## src/rtl/core/swseq_pkg.sv

```systemverilog
// package for the shadowed register write sequencer
// types, register codes and constants shared by all rtl/core modules
`timescale 1ns / 1ps

package swseq_pkg;

  localparam int MIRROR_DEPTH = 24;
  localparam int AW = 5;
  localparam int DW = 8;
  localparam int IDX_W = $clog2(MIRROR_DEPTH);
  localparam int MAX_WRITES = 5;
  localparam int MAX_UPD = 3;
  localparam int CNT_W = $clog2(MAX_WRITES + 1);
  localparam int PTR_W = $clog2(MAX_WRITES);
  localparam int UCNT_W = $clog2(MAX_UPD + 1);
  localparam int TDATA_W = ((AW + DW + 7) / 8) * 8;

  localparam logic [AW-1:0] REG_PH0 = 5'h03;
  localparam logic [AW-1:0] REG_PH1 = 5'h07;
  localparam logic [AW-1:0] FRAME_REG = 5'h17;

  localparam logic [DW-1:0] LOW_DOWN_DATA = 8'h00;
  localparam logic [DW-1:0] LOW_UP_DATA = 8'hFF;
  localparam logic [DW-1:0] SWP_DOWN_DATA = 8'h8F;
  localparam logic [DW-1:0] SWP_UP_DATA = 8'h87;
  localparam logic [DW-1:0] FRAME_DATA = 8'hC0;
  localparam logic [DW-1:0] SWP_REST_DATA = 8'h0F;

  typedef enum logic {
    OP_IF_CHANGED = 1'b0,
    OP_FORCED     = 1'b1
  } opcode_t;

  typedef struct packed {
    logic [AW-1:0] addr;
    logic [DW-1:0] data;
  } wr_t;

  typedef struct packed {
    logic en;
    wr_t  w;
  } mwr_t;

  typedef struct packed {
    logic [MAX_UPD-1:0] vld;
    wr_t [MAX_UPD-1:0]  ent;
  } pend_t;

  typedef struct packed {
    logic                  vld;
    logic [CNT_W-1:0]      n;
    wr_t [MAX_WRITES-1:0]  wr;
    logic [UCNT_W-1:0]     un;
    wr_t [MAX_UPD-1:0]     upd;
  } plan_t;

endpackage

```

## src/rtl/core/swseq_mirror.sv

```systemverilog
// register mirror: synchronous memory, two read ports, one write port
// per-entry valid bits give the all-zero reset; depends on swseq_pkg
`timescale 1ns / 1ps

module swseq_mirror (
  input  logic                     clk,
  input  logic                     rst_n,
  input  logic [swseq_pkg::IDX_W-1:0] rd_a_addr,
  input  logic [swseq_pkg::IDX_W-1:0] rd_b_addr,
  output logic [swseq_pkg::DW-1:0]    rd_a_data,
  output logic [swseq_pkg::DW-1:0]    rd_b_data,
  input  swseq_pkg::mwr_t             mwr
);
  import swseq_pkg::*;

  logic [DW-1:0]           mem_r [MIRROR_DEPTH];
  logic [MIRROR_DEPTH-1:0] vld_r;
  logic [DW-1:0]           rd_a_r;
  logic [DW-1:0]           rd_b_r;
  logic [IDX_W-1:0]        wr_idx;

  assign wr_idx = mwr.w.addr[IDX_W-1:0];
  assign rd_a_data = rd_a_r;
  assign rd_b_data = rd_b_r;

  always_ff @(posedge clk) begin
    if (mwr.en) begin
      mem_r[wr_idx] <= mwr.w.data;
    end
  end

  always_ff @(posedge clk) begin
    if (!rst_n) begin
      vld_r <= '0;
    end else if (mwr.en) begin
      vld_r[wr_idx] <= 1'b1;
    end
  end

  // write-through on a same-cycle address match
  always_ff @(posedge clk) begin
    if (mwr.en && wr_idx == rd_a_addr) begin
      rd_a_r <= mwr.w.data;
    end else begin
      rd_a_r <= vld_r[rd_a_addr] ? mem_r[rd_a_addr] : '0;
    end
    if (mwr.en && wr_idx == rd_b_addr) begin
      rd_b_r <= mwr.w.data;
    end else begin
      rd_b_r <= vld_r[rd_b_addr] ? mem_r[rd_b_addr] : '0;
    end
  end

endmodule

```

## src/rtl/core/swseq_plan.sv

```systemverilog
// request stage: mirror read, forwarding from pending updates, write planning
// depends on swseq_pkg; feeds swseq_emit
`timescale 1ns / 1ps

module swseq_plan (
  input  logic                        clk,
  input  logic                        rst_n,
  input  logic                        in_tvalid,
  output logic                        in_tready,
  input  logic [0:0]                  in_tuser,
  input  logic [swseq_pkg::TDATA_W-1:0] in_tdata,
  output logic [swseq_pkg::IDX_W-1:0] rd_a_addr,
  output logic [swseq_pkg::IDX_W-1:0] rd_b_addr,
  input  logic [swseq_pkg::DW-1:0]    rd_a_data,
  input  logic [swseq_pkg::DW-1:0]    rd_b_data,
  input  swseq_pkg::pend_t            pend,
  input  logic                        seq_free,
  output swseq_pkg::plan_t            plan
);
  import swseq_pkg::*;

  logic          s1_v_r;
  opcode_t       s1_op_r;
  logic [AW-1:0] s1_idx_r;
  logic [DW-1:0] s1_val_r;

  logic          acc;
  logic          s1_adv;
  logic [AW-1:0] in_idx;
  logic [AW-1:0] a_idx;
  logic [AW-1:0] b_idx;
  logic [AW-1:0] s1_low_idx;
  logic [DW-1:0] old_val;
  logic [DW-1:0] low_keep;
  logic          in_rng;
  logic          forced;
  logic          emit_any;
  logic          down;
  logic          up;
  logic          sweep;
  logic [AW-1:0] base;
  logic [AW-1:0] low_reg;
  logic [AW-1:0] swp_reg;

  function automatic logic in_mirror(input logic [AW-1:0] x);
    in_mirror = {1'b0, x} < (AW + 1)'(MIRROR_DEPTH);
  endfunction

  function automatic logic [DW-1:0] fwd(input logic [DW-1:0] rd, input logic [AW-1:0] a,
                                        input pend_t p);
    logic [DW-1:0] r;
    r = rd;
    for (int j = 0; j < MAX_UPD; j++) begin
      if (p.vld[j] && p.ent[j].addr == a) begin
        r = p.ent[j].data;
      end
    end
    fwd = r;
  endfunction

  assign in_idx = in_tdata[AW-1:0];
  assign acc = in_tvalid && in_tready;
  assign in_tready = !s1_v_r || s1_adv;

  assign a_idx = acc ? in_idx : s1_idx_r;
  assign b_idx = a_idx - AW'(1);
  assign rd_a_addr = in_mirror(a_idx) ? a_idx[IDX_W-1:0] : '0;
  assign rd_b_addr = in_mirror(b_idx) ? b_idx[IDX_W-1:0] : '0;

  always_ff @(posedge clk) begin
    if (!rst_n) begin
      s1_v_r <= 1'b0;
    end else if (acc) begin
      s1_v_r <= 1'b1;
    end else if (s1_adv) begin
      s1_v_r <= 1'b0;
    end
  end

  always_ff @(posedge clk) begin
    if (acc) begin
      s1_op_r  <= opcode_t'(in_tuser[0]);
      s1_idx_r <= in_idx;
      s1_val_r <= in_tdata[AW +: DW];
    end
  end

  assign s1_low_idx = s1_idx_r - AW'(1);
  assign old_val  = fwd(rd_a_data, s1_idx_r, pend);
  assign low_keep = fwd(rd_b_data, s1_low_idx, pend);

  assign in_rng   = in_mirror(s1_idx_r);
  assign forced   = s1_op_r == OP_FORCED;
  assign emit_any = in_rng && (forced || old_val != s1_val_r);
  assign down = {1'b0, old_val[2:0]} == {1'b0, s1_val_r[2:0]} + 4'd1;
  assign up   = {1'b0, s1_val_r[2:0]} == {1'b0, old_val[2:0]} + 4'd1;
  assign sweep = !forced && (s1_idx_r == REG_PH0 || s1_idx_r == REG_PH1) && (down || up);

  assign base    = s1_idx_r - REG_PH0;
  assign low_reg = base + AW'(2);
  assign swp_reg = base + AW'(1);

  assign s1_adv = s1_v_r && (!emit_any || seq_free);

  always_comb begin
    plan = '0;
    plan.vld = s1_v_r && emit_any && seq_free;
    if (sweep) begin
      plan.n = CNT_W'(5);
      plan.wr[0] = '{addr: low_reg, data: down ? LOW_DOWN_DATA : LOW_UP_DATA};
      plan.wr[1] = '{addr: swp_reg, data: down ? SWP_DOWN_DATA : SWP_UP_DATA};
      plan.wr[2] = '{addr: FRAME_REG, data: FRAME_DATA};
      plan.wr[3] = '{addr: swp_reg, data: SWP_REST_DATA};
      plan.wr[4] = '{addr: low_reg, data: low_keep};
      plan.un = UCNT_W'(3);
      plan.upd[0] = '{addr: s1_idx_r, data: s1_val_r};
      plan.upd[1] = '{addr: swp_reg, data: SWP_REST_DATA};
      plan.upd[2] = '{addr: FRAME_REG, data: FRAME_DATA};
    end else begin
      plan.n = CNT_W'(1);
      plan.wr[0] = '{addr: s1_idx_r, data: s1_val_r};
      plan.un = UCNT_W'(1);
      plan.upd[0] = '{addr: s1_idx_r, data: s1_val_r};
    end
  end

endmodule

```

## src/rtl/core/swseq_emit.sv

```systemverilog
// write sequencer: holds the planned writes, emits one per cycle while out_tready is high,
// and commits mirror updates one per cycle; depends on swseq_pkg
`timescale 1ns / 1ps

module swseq_emit (
  input  logic                          clk,
  input  logic                          rst_n,
  input  swseq_pkg::plan_t              plan,
  output logic                          seq_free,
  output swseq_pkg::pend_t              pend,
  output swseq_pkg::mwr_t               mwr,
  output logic                          out_tvalid,
  input  logic                          out_tready,
  output logic                          out_tlast,
  output logic [swseq_pkg::TDATA_W-1:0] out_tdata
);
  import swseq_pkg::*;

  wr_t [MAX_WRITES-1:0] lst_r;
  logic [CNT_W-1:0]     cnt_r;
  logic [PTR_W-1:0]     ptr_r;
  logic                 v_r;
  wr_t [MAX_UPD-1:0]    upd_r;
  logic [UCNT_W-1:0]    ucnt_r;
  logic [UCNT_W-1:0]    uptr_r;

  logic                 last;
  logic                 done;
  wr_t                  cur;

  assign cur  = lst_r[ptr_r];
  assign last = {1'b0, ptr_r} == {1'b0, cnt_r} - (CNT_W + 1)'(1);
  assign done = v_r && out_tready && last;
  assign seq_free = !v_r || done;

  assign out_tvalid = v_r;
  assign out_tlast  = last;
  assign out_tdata  = {{(TDATA_W - AW - DW){1'b0}}, cur.data, cur.addr};

  always_comb begin
    mwr = '0;
    mwr.en = uptr_r < ucnt_r;
    if (mwr.en) begin
      mwr.w = upd_r[uptr_r];
    end
  end

  always_comb begin
    pend.ent = upd_r;
    for (int j = 0; j < MAX_UPD; j++) begin
      pend.vld[j] = (UCNT_W'(j) >= uptr_r) && (UCNT_W'(j) < ucnt_r);
    end
  end

  always_ff @(posedge clk) begin
    if (!rst_n) begin
      v_r    <= 1'b0;
      cnt_r  <= '0;
      ptr_r  <= '0;
      ucnt_r <= '0;
      uptr_r <= '0;
    end else if (plan.vld) begin
      v_r    <= 1'b1;
      cnt_r  <= plan.n;
      ptr_r  <= '0;
      ucnt_r <= plan.un;
      uptr_r <= '0;
    end else begin
      if (v_r && out_tready) begin
        if (last) begin
          v_r <= 1'b0;
        end else begin
          ptr_r <= ptr_r + PTR_W'(1);
        end
      end
      if (mwr.en) begin
        uptr_r <= uptr_r + UCNT_W'(1);
      end
    end
  end

  always_ff @(posedge clk) begin
    if (plan.vld) begin
      lst_r <= plan.wr;
      upd_r <= plan.upd;
    end
  end

endmodule

```

## src/rtl/core/shadowed_register_write_sequencer.sv

```systemverilog
// top level of the shadowed register write sequencer
// instantiates swseq_mirror, swseq_plan and swseq_emit; depends on swseq_pkg
//
//   channel | direction | handshake            | contents
//   in_     | request   | in_tvalid/in_tready  | tuser opcode, tdata index and value
//   out_    | write     | out_tvalid/out_tready| tdata address and data, tlast end
//
// a request is decided in swseq_plan; its first write shows the cycle after planning
// output rate is one write per cycle while out_tready is high; a sweep gives five writes
// requests giving no write retire without waiting for the sequencer; the mirror's
// single write port commits up to three updates per request, one per cycle
// reset clears the mirror valid bits at once, no clearing pass
// an out_ stall holds the current write; in_ keeps taking one request ahead
`timescale 1ns / 1ps

module shadowed_register_write_sequencer (
  input  logic                          clk,
  input  logic                          rst_n,
  input  logic                          in_tvalid,
  output logic                          in_tready,
  input  logic [0:0]                    in_tuser,  // opcode
  input  logic [swseq_pkg::TDATA_W-1:0] in_tdata,  // reg_index, new_value, zero pad
  output logic                          out_tvalid,
  input  logic                          out_tready,
  output logic                          out_tlast,  // last_write
  output logic [swseq_pkg::TDATA_W-1:0] out_tdata   // write_address, write_data, zero pad
);
  import swseq_pkg::*;

  logic [IDX_W-1:0] rd_a_addr;
  logic [IDX_W-1:0] rd_b_addr;
  logic [DW-1:0]    rd_a_data;
  logic [DW-1:0]    rd_b_data;
  mwr_t             mwr;
  pend_t            pend;
  plan_t            plan;
  logic             seq_free;

  swseq_mirror u_mirror (
    .clk       (clk),
    .rst_n     (rst_n),
    .rd_a_addr (rd_a_addr),
    .rd_b_addr (rd_b_addr),
    .rd_a_data (rd_a_data),
    .rd_b_data (rd_b_data),
    .mwr       (mwr)
  );

  swseq_plan u_plan (
    .clk       (clk),
    .rst_n     (rst_n),
    .in_tvalid (in_tvalid),
    .in_tready (in_tready),
    .in_tuser  (in_tuser),
    .in_tdata  (in_tdata),
    .rd_a_addr (rd_a_addr),
    .rd_b_addr (rd_b_addr),
    .rd_a_data (rd_a_data),
    .rd_b_data (rd_b_data),
    .pend      (pend),
    .seq_free  (seq_free),
    .plan      (plan)
  );

  swseq_emit u_emit (
    .clk        (clk),
    .rst_n      (rst_n),
    .plan       (plan),
    .seq_free   (seq_free),
    .pend       (pend),
    .mwr        (mwr),
    .out_tvalid (out_tvalid),
    .out_tready (out_tready),
    .out_tlast  (out_tlast),
    .out_tdata  (out_tdata)
  );

endmodule

```

## config.mk

```make
export PLATFORM = sky130hd
export DESIGN_NAME = shadowed_register_write_sequencer
export DESIGN_NICKNAME = d
export VERILOG_FILES = /design/src/rtl/core/swseq_pkg.sv /design/src/rtl/core/swseq_mirror.sv /design/src/rtl/core/swseq_plan.sv /design/src/rtl/core/swseq_emit.sv /design/src/rtl/core/shadowed_register_write_sequencer.sv
export SDC_FILE = /design/constraint.sdc
export NUM_CORES = 1
export LEC_CHECK = 0
export BUFFER_PORTS_ARGS = -buffer_cell sky130_fd_sc_hd__buf_2
export CAP_MARGIN = 20
export CORE_ASPECT_RATIO = 0.75
export CORE_UTILIZATION = 35
export DETAILED_ROUTE_END_ITERATION = 16
export PLACE_DENSITY = 0.51
export SLEW_MARGIN = 10
export SYNTH_ARGS = -nofsm -noshare
export SYNTH_HDL_FRONTEND = slang
export SYNTH_SLANG_ARGS = --single-unit
```

## constraint.sdc

```tcl
create_clock -name clk -period 7.1 [get_ports clk]
set_clock_uncertainty 0.15 [all_clocks]
set_input_delay 1.065 -clock clk [delete_from_list [all_inputs] [get_ports clk]]
set_output_delay 1.065 -clock clk [all_outputs]
set_load 0.01 [all_outputs]
```

**Word level (Yosys, flattened, before mapping)**

Memories as Yosys holds them, arrays and structs flattened.
Cells that the tools add are included.

- Memories kept: 1
- Memory bits (writable): 192
- Bits of input ports: 21
- Register bits after elaboration: 160
- Logic and storage cells: 144

Memory list:

| memory | depth | width | read ports | clocked after Yosys merged registers in | write ports | line | RTL |
|---|---|---|---|---|---|---|---|
| u_mirror.mem_r | 24 | 8 | 2 | 0 | 1 | swseq_mirror.sv:16 | `logic [DW-1:0] mem_r [MIRROR_DEPTH];` |

- Equal/unequal tests: 14
- $lt $le $gt $ge: 16
- Reduce and logical (&&, ||, !) cells: 37
- Bitwise operators: 3
- Muxes and demuxes: 37
- Add/sub/neg operators: 10

Operators with widths:

| operator | count |
|---|---|
| 8-bit 2-to-1 mux | 11 |
| 5-bit == test | 8 |
| 13-bit binary-select mux with 3-bit select | 1 |
| 13-bit 2-to-1 mux | 3 |
| 30-bit 2-to-1 mux | 1 |
| 13-bit binary-select mux with 2-bit select | 1 |
| 26-bit 2-to-1 mux | 1 |
| 24-bit OR | 1 |
| 1-bit logical AND | 21 |
| 5-bit by 6-bit less-than comparator with 1-bit output, second input constant | 3 |
| 5-bit less-than comparator, second input constant | 3 |
| 15-bit 2-to-1 mux | 1 |
| 5-bit 2-to-1 mux | 3 |
| 3-bit by 4-bit == test with 1-bit output | 3 |
| 1-bit binary-select mux with 5-bit select | 2 |
| 1-bit 2-to-1 mux | 10 |
| 5-bit by 1-bit subtractor with 5-bit output, second input constant | 2 |
| 3-bit by 1-bit adder with 4-bit output, second input constant | 2 |
| 8-bit inequality test | 1 |
| 1-bit logical OR | 6 |
| 2-bit nonzero test | 3 |
| 5-bit by 1-bit adder with 5-bit output, second input constant | 1 |
| 5-bit by 2-bit adder with 5-bit output, second input constant | 1 |
| 1-bit demux with 5-bit select | 1 |
| other kinds (20) | 27 |

**Longest topological paths before layout**

- Depth after elaboration: 22
- Mapped depth: 28
- Depth with buffers taken out: 22

**Hierarchy**

A second synthesis with hierarchy kept.

- Cells, all modules: 1361
- Area total of the unflattened synthesis: 18534.0 um^2

By module, submodules not included:

| module | times used | sequential area each (um^2) | area an instance (um^2) | cells each |
|---|---|---|---|---|
| swseq_mirror | 1 | 6566.3 | 10834.1 | 639 |
| swseq_emit | 1 | 3343.2 | 4663.2 | 314 |
| swseq_plan | 1 | 390.4 | 3036.7 | 408 |

**Least setup slack after synthesis**

No wires, ideal clock.

- Path type: register -> register
- From: reg u_emit.ucnt_r[0]
- To: reg u_mirror.rd_b_r[0] (netlist: u_mirror.rd_b_data[0])
- Stages on the path, launching flop included: 26
- Clock period less this slack: 6.197 ns
- Arrival: 5.916 ns
- Path slack: 0.903 ns
- Path buffers: 4
- Cell sequence: dfxtp_1 inv_1 ha_1 nand2b_1 or4_4 o21ai_1 a31oi_1 xnor2_1 and2_4 a311oi_1 nor2_1 buf_2 buf_2 buf_1 ha_1 xnor2_1 nor2_1 a21oi_1 mux2i_4 nor3_2 buf_2 mux2_2 a222oi_1 a22oi_1 o311ai_1 o22ai_1

- Cells in the longest elaborated chain, start to end: 22
- Elaborated cells on any way between the ends: 33
- Those cells by class: add/sub (1); order compare (5); eq/ne (2); mux (10); reduce/logical (14); memory (1)

RTL lines:

| item | line | RTL |
|---|---|---|
| from (decl) | swseq_emit.sv:24 | `logic [UCNT_W-1:0] ucnt_r;` |
| from (signal assigned) | swseq_emit.sv:66 | `ucnt_r <= plan.un;` |
| 1-bit by 2-bit less-than comparator with 1-bit output | swseq_emit.sv:51 | `pend.vld[j] = (UCNT_W'(j) >= uptr_r) && (UCNT_W'(j) < ucnt_r);` |
| 1-bit logical AND | swseq_emit.sv:51 |  |
| 1-bit logical AND | swseq_plan.sv:54 | `if (p.vld[j] && p.ent[j].addr == a) begin` |
| 8-bit 2-to-1 mux (3 in a row) | swseq_plan.sv:54 |  |
| 8-bit inequality test | swseq_plan.sv:94 | `assign emit_any = in_rng && (forced \|\| old_val != s1_val_r);` |
| 1-bit logical OR | swseq_plan.sv:94 |  |
| 1-bit logical AND | swseq_plan.sv:94 |  |
| 1-bit zero test | swseq_plan.sv:103 | `assign s1_adv = s1_v_r && (!emit_any \|\| seq_free);` |
| [... 4 more ...] | n/a |  |
| 5-bit 2-to-1 mux | swseq_plan.sv:65 | `assign a_idx = acc ? in_idx : s1_idx_r;` |
| 5-bit by 1-bit subtractor with 5-bit output | swseq_plan.sv:66 | `assign b_idx = a_idx - AW'(1);` |
| 5-bit less-than comparator | swseq_plan.sv:46 | `in_mirror = {1'b0, x} < (AW + 1)'(MIRROR_DEPTH);` |
| 5-bit 2-to-1 mux | swseq_plan.sv:68 | `assign rd_b_addr = in_mirror(b_idx) ? b_idx[IDX_W-1:0] : '0;` |
| 1-bit binary-select mux with 5-bit select | swseq_mirror.sv:50 | `rd_b_r <= vld_r[rd_b_addr] ? mem_r[rd_b_addr] : '0;` |
| 1-bit 2-to-1 mux (not written as such) | swseq_mirror.sv:50 |  |
| 8-bit 2-to-1 mux | swseq_mirror.sv:50 |  |
| 8-bit 2-to-1 mux (*) | swseq_mirror.sv:47 | `if (mwr.en && wr_idx == rd_b_addr) begin` |
| to (signal assigned) | swseq_mirror.sv:48 | `rd_b_r <= mwr.w.data;` |
| to (signal assigned) | swseq_mirror.sv:50 |  |
| to (decl) | swseq_mirror.sv:19 | `logic [DW-1:0] rd_b_r;` |

Mark *: on every way between the ends. The rest lies on a longest branch, timed or not. The select of a mux whose other input is x is not followed.
A chain may end at the register's enable or synchronous reset.

**Worst setup path after layout**

- From: reg u_emit.ucnt_r[0]
- To: reg u_mirror.rd_b_r[6] (netlist: u_mirror.rd_b_data[6])

The elaborated chain is that of the path after synthesis.

==> out/metrics.yaml <==
synthCells: 1402
start_kind: "flop"
numCtsBuffers: 34
status: "finished clean"
whs_ns: 0.343
grt_max_degree: 52
setup_ws_ns: 0.515
antenna_cells: 0
drtPass1Iterations: 8
cts-resized-gates: 0
ys.flop_type: "edfxtp_1"
wl_per_cell_um: 26.7
min_period_ns: 6.59
synth-edff-count: 248
drtIter0Drc: 1509
finalSetupViolCount: 0
fin_util_pct: 40.9
cts_buffer_depth: 3
worst_hold_path_type: "reg2reg"
max_slew_margin_pct: 23.1
tightest_slew_ns: 1.15
viasPerCell: 5.98
hold_viol: 0
power.leakage_nw: 6.44
endpoint_kind: "flop"
grt_use_total_pct: 24.0
path_class: "reg2reg"
place_hpwl_mm: 39.1
rsz0062_at_grt: "no"
pre_cts_slack_ns: 0.598
grt_overflow: 0
place.gp.congestion: 0.920
cts_tree: "built"
antenna_found_initial: 0
grt_pass1_wl_mm: 80.7
maxCapViolCount: 0
finalPower_mw: 5.30
yosysUniqueCellTypes: 102
avgSynthCellArea_um2: 11.3
met3_usage_pct: 5.91
ioPinCount: 40
syn_area_um2: 15900
ys_ff_latch: 302
final_cell_mix: "edfxtp_1 (248), nand2_1 (145), nor2_1 (111), buf_4 (93), mux2i_1 (86)"
die_w_um: 248
nNetsFinal: 1514
grtUsageMet2_pct: 30.8
fin_tns_setup_ns: 0
die_y_um: 186
ant_nets: 0
ys_warn_count: 0
n_fill_cell: 4218
ir_drop_uv: 155
met1_usage_pct: 39.0
vias: 12500
final_max_slew_viol_count: 0
ys_async_sr_fraction_pct: 0
clk_latency_ns: 0.53
path_max_fanout: 11
cp.arrival_ns: 6.83
hold_buffers: 0
syn_to_final_growth_pct: 15.1
clock-root-buffer: "clkbuf_16"
drt-total-wl_mm: 55.6
grt_pass1_vias: 11800
cellPowerDensity_nw_per_um2: 290
seq_area_frac_synth_pct: 53.7
cts_setup_buffers: 0
coreArea_um2: 44700
ctsHtreeMaxLevel: 2
remaining_drc_errors: 0
drive_above_1_share_pct: 19.1
rows: 67
port-buffer-count: 33
initial_core_util_pct: 35.5
clk_pin_slew_worst_paths_ns: 0.06
busiest_layer: "met1"
max_freq_ghz: 0.152
dieArea_um2: 46200
crit_required_ns: 7.34
final_common_cell: "edfxtp_1"
cts_num_sinks: 302
fin_crit_sh_pct: 92.8
## power breakdown
part / switching, mW / internal [mW]
clock network: 0.716 / 1.08
registers: 0.0626 / 2.06
logic: 0.918 / 0.473
total: 1.70 / 3.61
## metrics by stage
step	instance area, µm²	instances
detailed placement	17100	2023
floorplan	15900	1406
finish	18300	2087
CTS	18200	2083
global placement	17100	2020
global route	18300	2087
## synthesized netlist by cell type (16+ instances only)
master,number,share of area (%)
inv_1,23,0.54
clkbuf_1,45,1.1
dfxtp_1,54,6.8
a311oi_1,24,1.3
mux2_2,49,3.5
a222oi_1,16,1.0
o21a_1,30,1.4
nand3_1,26,0.82
a21oi_1,52,1.6
xnor2_1,23,1.3
a221oi_1,24,1.3
o21ai_0,50,1.6
edfxtp_1,248,47
nand2_1,145,3.4
xor2_1,23,1.3
nor2_1,113,2.7
mux2i_1,86,5.4
nor3_1,30,0.95
a31oi_1,26,1.0
o22ai_1,47,1.9
buf_2,26,0.82
ha_1,16,1.3
## critical path, cell delays in order (launching register included)
cell and delay [ns]:
dfxtp_1 0.45, inv_1 0.07, ha_1 0.22, nand2b_1 0.19, or4_4 0.63, nor2_4 0.17
mux2_2 0.35, o32a_1 0.18, o211a_2 0.24, a311oi_1 0.71, nor2_4 0.10, ha_1 0.33
xnor2_1 0.17, o21ai_0 0.15, o21ai_0 0.15, mux2i_4 0.27, buf_4 0.18, or2_1 0.26
buf_4 0.30, mux2i_1 0.22, a221o_1 0.25, o2bb2ai_1 0.15, a221oi_1 0.41, o22ai_1 0.13
## logic make-up after synthesis
group | Yosys count | share of synthesized area [%]
xor+xnor | 46 | 2.54
flops | 302 | 53.7
buf+inv | 124 | 3.59
simple gates | 383 | 11.3
compound gates | 376 | 17.1
mux | 154 | 10.4
other cells | 1 | 0.0236
fa+ha+maj | 16 | 1.26
## state kept, by name (all words and copies together) (netlist names), 3 cells and up
name and cells:
u_emit.pend 14, u_mirror.rd_a_data 8, u_plan.s1_val_r 8, u_mirror.mem_r 192, u_plan.s1_idx_r 5, u_emit.ptr_r 3
u_emit.lst_r 33, u_mirror.vld_r 24, u_mirror.rd_b_data 8
## area by class of cell
cell class                 count  area (µm²)  area share [%]
clock buffer                  43         935            5.12
clock inverter                17         190            1.04
inverter                      31         118           0.644
multi-input combinational    980        6860            37.5
sequential                   302        8530            46.7
tap                          586         733            4.01
timing repair buffer         128         903            4.95
## layer usage
layer / wire length (µm) / vias to the layer above
met4: 1240 / 0
li1: - / 5535
met3: 5960 / 89
met1: 27200 / 6233
met2: 21200 / 624
met5: 0 / -
## final timing paths
kind	start	endpoint	slack [ns]	cells past startpoint
max reg2reg	u_emit.ucnt_r[0]	u_mirror.rd_b_data[6]	0.51	23
max	u_emit.ucnt_r[0]	u_mirror.rd_b_data[6]	0.51	23
min	u_mirror.vld_r[2]	u_mirror.vld_r[2]	0.34	1
min reg2reg	u_mirror.vld_r[2]	u_mirror.vld_r[2]	0.34	1
(Power assumes the default switching activity.)
